==> config.mk <==
export PLATFORM = sky130hd
export DESIGN_NAME = modular_inverse
export DESIGN_NICKNAME = d
export VERILOG_FILES = /design/src/rtl/modinv_pkg.sv /design/src/rtl/modinv_ctrl.sv /design/src/rtl/modinv_dp.sv /design/src/rtl/modular_inverse.sv
export VERILOG_INCLUDE_DIRS = /design/src /design/src/rtl
export SDC_FILE = /design/constraint.sdc
export NUM_CORES = 2
export LEC_CHECK = 0
export BUFFER_PORTS_ARGS = -buffer_cell sky130_fd_sc_hd__buf_4
export CAP_MARGIN = 20
export CORE_ASPECT_RATIO = 1.25
export CORE_MARGIN = 2
export CORE_UTILIZATION = 45
export CTS_CLUSTER_DIAMETER = 120
export CTS_CLUSTER_SIZE = 20
export DETAILED_ROUTE_END_ITERATION = 12
export GPL_ROUTABILITY_DRIVEN = 0
export SYNTH_ARGS = -nofsm -noshare
export SYNTH_HDL_FRONTEND = slang
export SYNTH_HIERARCHICAL = 1
export SYNTH_SLANG_ARGS = --single-unit
==> constraint.sdc <==
create_clock -name clk -period 10.8 [get_ports clk]
set_input_delay 2.16 -clock clk [delete_from_list [all_inputs] [get_ports clk]]
set_output_delay 2.16 -clock clk [all_outputs]
set_load 0.005 [all_outputs]
==> src/rtl/modular_inverse_defines.svh <==
// assertion macros for the modular inverse block
// no dependencies
`ifndef MODULAR_INVERSE_DEFINES_SVH
`define MODULAR_INVERSE_DEFINES_SVH
// property that holds every cycle outside reset
`define MI_ASSERT(label, cond) \
  label: assert property (@(posedge clk) disable iff (rst) (cond)) else $error("check failed");
// implication that must hold in the cycle after the antecedent
`define MI_ASSERT_NEXT(label, ante, cons) \
  label: assert property (@(posedge clk) disable iff (rst) (ante) |=> (cons)) else $error("check failed");
`endif

==> src/rtl/modinv_pkg.sv <==
// shared types for the modular inverse block
// no dependencies
package modinv_pkg;

  // controller to datapath commands
  typedef struct packed {
    logic load;      // capture operands
    logic div_start; // begin a remainder division
    logic div_step;  // one bit of restoring division
    logic update;    // advance euclid rows
    logic fin;       // final correction
  } cmd_t;

  // datapath to controller status
  typedef struct packed {
    logic trivial;   // modulus zero or one
    logic r1_zero;   // euclid loop finished
    logic div_last;  // last division bit
  } stat_t;

  typedef enum logic [5:0] {
    S_IDLE = 6'b000001,
    S_DIV  = 6'b000010,
    S_UPD  = 6'b000100,
    S_TEST = 6'b001000,
    S_FIN  = 6'b010000,
    S_OUT  = 6'b100000
  } state_t;

endpackage

==> src/rtl/modinv_ctrl.sv <==
// controller state machine for the modular inverse block
// depends on modinv_pkg
module modinv_ctrl (
  input  logic               clk,
  input  logic               rst,
  input  logic               start,
  input  logic               out_free,
  input  modinv_pkg::stat_t  stat,
  output modinv_pkg::cmd_t   cmd,
  output logic               busy,
  output logic               done
);

  modinv_pkg::state_t state, state_next;

  always_ff @(posedge clk) begin
    if (rst) state <= modinv_pkg::S_IDLE;
    else     state <= state_next;
  end

  always_comb begin
    state_next = state;
    cmd = '0;
    done = 1'b0;
    case (state)
      modinv_pkg::S_IDLE: begin
        if (start) begin
          cmd.load = 1'b1;
          state_next = modinv_pkg::S_TEST;
        end
      end
      modinv_pkg::S_TEST: begin
        if (stat.trivial || stat.r1_zero) state_next = modinv_pkg::S_FIN;
        else begin
          cmd.div_start = 1'b1;
          state_next = modinv_pkg::S_DIV;
        end
      end
      modinv_pkg::S_DIV: begin
        cmd.div_step = 1'b1;
        if (stat.div_last) state_next = modinv_pkg::S_UPD;
      end
      modinv_pkg::S_UPD: begin
        cmd.update = 1'b1;
        state_next = modinv_pkg::S_TEST;
      end
      modinv_pkg::S_FIN: begin
        cmd.fin = 1'b1;
        state_next = modinv_pkg::S_OUT;
      end
      modinv_pkg::S_OUT: begin
        if (out_free) begin
          done = 1'b1;
          state_next = modinv_pkg::S_IDLE;
        end
      end
      default: state_next = modinv_pkg::S_IDLE;
    endcase
  end

  assign busy = (state != modinv_pkg::S_IDLE);

endmodule

==> src/rtl/modinv_dp.sv <==
// euclid datapath: remainder rows, coefficient rows, bit-serial divider
// depends on modinv_pkg
module modinv_dp #(
  parameter int W = 63
) (
  input  logic               clk,
  input  modinv_pkg::cmd_t   cmd,
  input  logic [W-1:0]       m_in,
  input  logic [W-1:0]       v_in,
  output modinv_pkg::stat_t  stat,
  output logic [W-1:0]       inv,
  output logic               ok
);

  localparam int CW = $clog2(W + 1);

  logic [W-1:0]  m, r0, r1, a0, a1, prod, rem, dvd;
  logic          n0, n1;
  logic [CW-1:0] cnt;
  logic [W:0]    trial;
  logic [W-1:0]  inv_next;

  // restoring division: shift in one dividend bit per cycle
  assign trial = {rem, dvd[W-1]} - {1'b0, r1};

  always_comb begin
    inv_next = a0;
    if (n0 && a0 != '0) inv_next = m - a0;
  end

  always_ff @(posedge clk) begin
    if (cmd.load) begin
      m <= m_in; r0 <= m_in; r1 <= v_in;
      a0 <= '0; a1 <= {{(W-1){1'b0}}, 1'b1};
      n0 <= 1'b0; n1 <= 1'b0;
    end
    if (cmd.div_start) begin
      rem <= '0; prod <= '0; dvd <= r0;
      cnt <= CW'(W - 1);
    end
    if (cmd.div_step) begin
      dvd <= dvd << 1;
      cnt <= cnt - CW'(1);
      // quotient bits arrive msb first, so quotient times a1 builds up by horner
      if (!trial[W]) begin
        rem  <= trial[W-1:0];
        prod <= {prod[W-2:0], 1'b0} + a1;
      end else begin
        rem  <= {rem[W-2:0], dvd[W-1]};
        prod <= {prod[W-2:0], 1'b0};
      end
    end
    if (cmd.update) begin
      // magnitudes stay at or below the modulus
      r0 <= r1; r1 <= rem;
      a0 <= a1; a1 <= a0 + prod;
      n0 <= n1; n1 <= ~n1;
    end
    if (cmd.fin) begin
      if (m == '0) begin
        inv <= '0; ok <= 1'b0;
      end else if (m == {{(W-1){1'b0}}, 1'b1}) begin
        inv <= '0; ok <= 1'b1;
      end else if (r0 != {{(W-1){1'b0}}, 1'b1}) begin
        inv <= '0; ok <= 1'b0;
      end else begin
        inv <= inv_next; ok <= 1'b1;
      end
    end
  end

  assign stat.trivial  = (m[W-1:1] == '0);
  assign stat.r1_zero  = (r1 == '0);
  assign stat.div_last = (cnt == '0);

endmodule

==> src/rtl/modular_inverse.sv <==
// top level of the modular inverse block
// depends on modinv_pkg, modinv_ctrl, modinv_dp, modular_inverse_defines.svh
//
// usage:
//   modulus is written through cfg_we / cfg_data while the block is idle
//   (reset value 2); s_tvalid/s_tready/s_tdata carry the value to invert,
//   m_tvalid/m_tready/m_tdata return inverse and the invertible flag
// each euclid step is a bit-serial remainder division followed by a row
//   update; the loop runs until the remainder row reaches zero, or is skipped for a modulus of zero or one
// only one word is in the block at a time
// the result sits in an output register until m_tready; a new word is
//   taken only once that result is delivered
// reset clears the controller and output valid, modulus returns to 2
`include "modular_inverse_defines.svh"
module modular_inverse #(
  parameter int WIDTH = 64
) (
  input  logic               clk,
  input  logic               rst,
  input  logic               cfg_we,
  input  logic [WIDTH-2:0]   cfg_data,     // modulus
  input  logic               s_tvalid,
  output logic               s_tready,
  input  logic [8*((WIDTH+6)/8)-1:0] s_tdata,  // value
  output logic               m_tvalid,
  input  logic               m_tready,
  output logic [8*((WIDTH+7)/8)-1:0] m_tdata   // inverse, invertible
);

  localparam int W = WIDTH - 1;
  localparam int OB = 8 * ((WIDTH + 7) / 8);

  logic [W-1:0]      modulus;
  logic [W-1:0]      inv;
  logic              ok;
  logic              busy, done, start;
  modinv_pkg::cmd_t  cmd;
  modinv_pkg::stat_t stat;

  // modulus register
  always_ff @(posedge clk) begin
    if (rst) modulus <= W'(2);
    else if (cfg_we) modulus <= cfg_data;
  end

  assign s_tready = !busy;
  assign start = s_tvalid && s_tready;

  // controller leaves its output state only when the word is taken
  modinv_ctrl u_ctrl (
    .clk(clk), .rst(rst), .start(start), .out_free(m_tvalid && m_tready),
    .stat(stat), .cmd(cmd), .busy(busy), .done(done)
  );

  modinv_dp #(.W(W)) u_dp (
    .clk(clk), .cmd(cmd), .m_in(modulus), .v_in(s_tdata[W-1:0]),
    .stat(stat), .inv(inv), .ok(ok)
  );

  // result held until taken; controller waits in its output state
  logic out_pend;
  always_ff @(posedge clk) begin
    if (rst) out_pend <= 1'b0;
    else if (cmd.fin) out_pend <= 1'b1;
    else if (done) out_pend <= 1'b0;
  end

  // busy stays high until the word leaves
  logic hold;
  always_ff @(posedge clk) begin
    if (rst) hold <= 1'b0;
    else if (start) hold <= 1'b1;
    else if (m_tvalid && m_tready) hold <= 1'b0;
  end

  assign m_tvalid = out_pend;
  assign m_tdata  = OB'({ok, inv});

  `MI_ASSERT(no_accept_while_out, !(start && out_pend))
  `MI_ASSERT_NEXT(fin_gives_valid, cmd.fin, m_tvalid)
  `MI_ASSERT(hold_covers_busy, !busy || hold)

endmodule

==> summary.txt <==
Drt
  • DR iter-0 viols: 2,321
  • TritonRoute pass-1 iters: 6
  • Vias: 31,300
  • Routed WL: 119,000 um
  • Vias per inst: 5.85
  • Drt wl/cell: 22.2 um
  • Final ANT Viol Nets: 0
  • DRC errors left: 0

Worst setup path
  • Critical Path Max Stage Delay: 0.66 ns
  • CP max-delay cell: buf_4
  • CP Max Fanout: 67
  • Setup Crit Path Kind: reg2reg
  • Crit path required time: 11.25 ns
  • Crit path cell chain: inv_1, ha_1, nand4_1, nor2_1, nand3_1, o22ai_1, o21ai_0, a21oi_2, a21oi_1, a221o_1, xnor2_4, buf_4, buf_4, nand2_1, o21ai_0
  • CP Launch Type: flip-flop
  • CP Data Arrival Time: 5.79 ns
  • Worst setup EP type: flip-flop

Flow run
  • Max_cap viols: 0

Layout
  • Diode count: 0
  • Nets: 4,519
  • Most common cell after layout, fill and taps aside: edfxtp_1
  • Commonest cells after routing, fill and taps aside: edfxtp_1 (575), a21oi_1 (414), nand2_1 (407), nor2_1 (331), ha_1 (250)
  • Area growth syn-to-layout: 8.19%
  • Filler instances: 8,483
  • Layout cell share with drive strength beyond 1: 0.108
  • Design Area, Final: 44,100 um^2

Clock network
  • Htree depth: 2
  • CTS buffer count: 38
  • Setup bufs post-CTS: 0
  • Skew-Pair Late Insertion Delay: 0.62 ns
  • Root Buffer Master: clkbuf_16
  • CTS resizes: 0
  • Cts hold-fix bufs: 0
  • CTS tree: done
  • Clock-pin slew on the worst setup and hold paths: 0.09 ns
  • CTS sink cnt: 646
  • Longest Clk Path Bufs: 3

STA
  • Final Hold Vio Count: 0
  • Worst clock skew: 0.0266 ns
  • Worst Tran Pin Value: 1.28 ns
  • Period utilisation layout: 0.494
  • Sum of negative setup slack: 0 ns
  • RSZ-0062 raised after global routing: false
  • Final setup viols: 0
  • Slew margin rel.: 0.139
  • Max-slew violation count: 0
  • Achievable Freq: 0.187 GHz
  • Final Critical Period: 5.34 ns

Synth
  • Top-area cell type share of the netlist area: 0.424
  • Leading post-synthesis cells by cell area: edfxtp_1 (42%), ha_1 (7.7%), a21oi_1 (5.1%)
  • Synth Warn #: 6
  • Sequential fraction of the synthesis area: 0.459
  • Synth unique cells: 97
  • Post-synth ARST share: 0
  • Synth Net Count: 4,464
  • Mapped cell area: 40,700 um^2
  • Largest area contributor in the netlist: edfxtp_1
  • Post-Syn Instances: 4,078
  • Flops & latches, synth: 646
  • Top_reg_cell synth: edfxtp_1
  • EDFF count, synth: 575
  • Syn Area/Cell: 9.99 um^2

Run status
  • Run status: complete, no violations

Floorplan
  • Core ar.: 89,900 um^2
  • Row Count: 123
  • Ports: 198
  • Die X: 273 um
  • Die H: 340 um
  • Area of the die: 93,000 um^2
  • Initial Util: 0.453

Power and ir drop
  • Pwr dens: 238 nW/um^2
  • Combinational share of power: 0.486
  • Pleak: 0.0173 uW
  • Sequential share of power: 0.367
  • Maximum vdd ir drop: 0.215 mV
  • Switching Share: 0.431
  • Internal: 5970 uW
  • Switching power: 4520 uW
  • Clk pwr share: 0.147

Global routing
  • Vias in the first global route: 30,200
  • Initial antenna violation count: 3
  • Largest net degree at the start of global routing: 127
  • First-pass GRT wire length: 179,000 um
  • Total grt overflow: 0
  • GRT Util Overall: 0.250

Placed design
  • DP HPWL: 89,500 um
  • DP Area: 43,000 um^2
  • Port Buffers: 196

Hold path
  • Worst Hold Class: reg2reg
==> state kept, by name (all words and copies together), names as in the netlist, 6 cells and up <==
name,cells
modulus,63
u_dp/a0,63
u_dp/a1,63
u_dp/dvd,63
u_dp/inv,63
u_dp/m,63
u_dp/prod,63
u_dp/r0,63
u_dp/r1,63
u_dp/rem,63
u_ctrl/state,6
u_dp/cnt,6
==> cell usage after synthesis (15+ instances only) <==
library cell  number
nand4_1           74
o31ai_1           15
and3_1            22
o21bai_1          34
a211oi_1          45
nand3_1           87
mux2_2           126
a31oi_1           38
edfxtp_1         575
a22o_1            61
and2_1            78
dfxtp_1           71
xor2_1            90
o21a_1            33
xnor2_1          133
o21ai_0          156
buf_2             39
o211ai_1          16
a21oi_1          414
nor2b_1           29
nor4_1            72
nand2_1          407
clkbuf_1         139
mux2i_1           73
nor3_1            45
nand2b_1          27
inv_1            195
nor2_1           333
or3_1             16
a21o_1           172
ha_1             250
==> kinds of logic after synthesis <==
family,synth area share
adders and majority gates,0.0788
muxes,0.0528
DFF,0.459
and+or+nand+nor,0.143
buffers and inverters,0.0431
AOI/OAI and AO/OA,0.175
xor gates and xnor gates,0.0484
==> routing by layer <==
layer | GRT usage | up-vias | share of wire
li1 | - | 15100 | -
met1 | 0.326 | 15200 | 0.42
met2 | 0.423 | 815 | 0.48
met3 | 0.0268 | 178 | 0.047
met4 | 0.106 | 0 | 0.044
met5 | 0 | - | 0
==> stage by stage <==
stage	util	power (uW)	worst slack (ns)	hold slack (ns)	cells
finish	0.490	10500	5.46	0.476	5345
global route	0.490	11200	5.15	0.503	5345
CTS	0.490	10500	5.42	0.477	5344
detailed placement	0.478	8920	5.19	0.454	5279
global placement	0.478	8890	5.25	0.446	5278
floorplan	-	7610	1.94	0.419	4078
==> final timing paths <==
| check | from | endpoint | slack (ns) | cells after the start |
|---|---|---|---|---|
| setup reg to reg | u_dp/r1[20]$_DFFE_PP_ | u_dp/rem[56]$_SDFFCE_PN0P_ | 5.46 | 15 |
| setup / recovery | u_dp/r1[20]$_DFFE_PP_ | u_dp/rem[56]$_SDFFCE_PN0P_ | 5.46 | 15 |
| hold reg to reg | modulus[60]$_SDFFE_PP0P_ | u_dp/m[60]$_DFFE_PP_ | 0.48 | 0 |
| hold / removal | modulus[60]$_SDFFE_PP0P_ | u_dp/m[60]$_DFFE_PP_ | 0.48 | 0 |
==> final cells by class <==
cell class / instances / area [um^2] / share of cell area
clock buffer: 62 / 1060 / 0.0241
clock inverter: 3 / 45.0 / 0.00102
inverter: 196 / 738 / 0.0168
multi-input combinational: 3028 / 20400 / 0.462
sequential: 646 / 18700 / 0.424
tap: 1187 / 1490 / 0.0337
timing repair buffer: 223 / 1680 / 0.0381
==> critical path: cells and delay by family, from the launching register on <==
family                     cells  cell delay (ns)
AOI/OAI and AO/OA              6             1.84
buffers and inverters          3             1.31
and+or+nand+nor                4             0.88
DFF                            1             0.51
adders and majority gates      1             0.41
xor gates and xnor gates       1             0.19
==> power groups by stage <==
stage,clock network (uW),registers [uW],logic [uW]
CTS,1590,3840,5050
global placement,0,3890,5000
floorplan,0,3690,3920
global route,1660,3890,5620
detailed placement,0,3890,5030
finish,1540,3850,5090
Power figures use the tool's default switching activity.
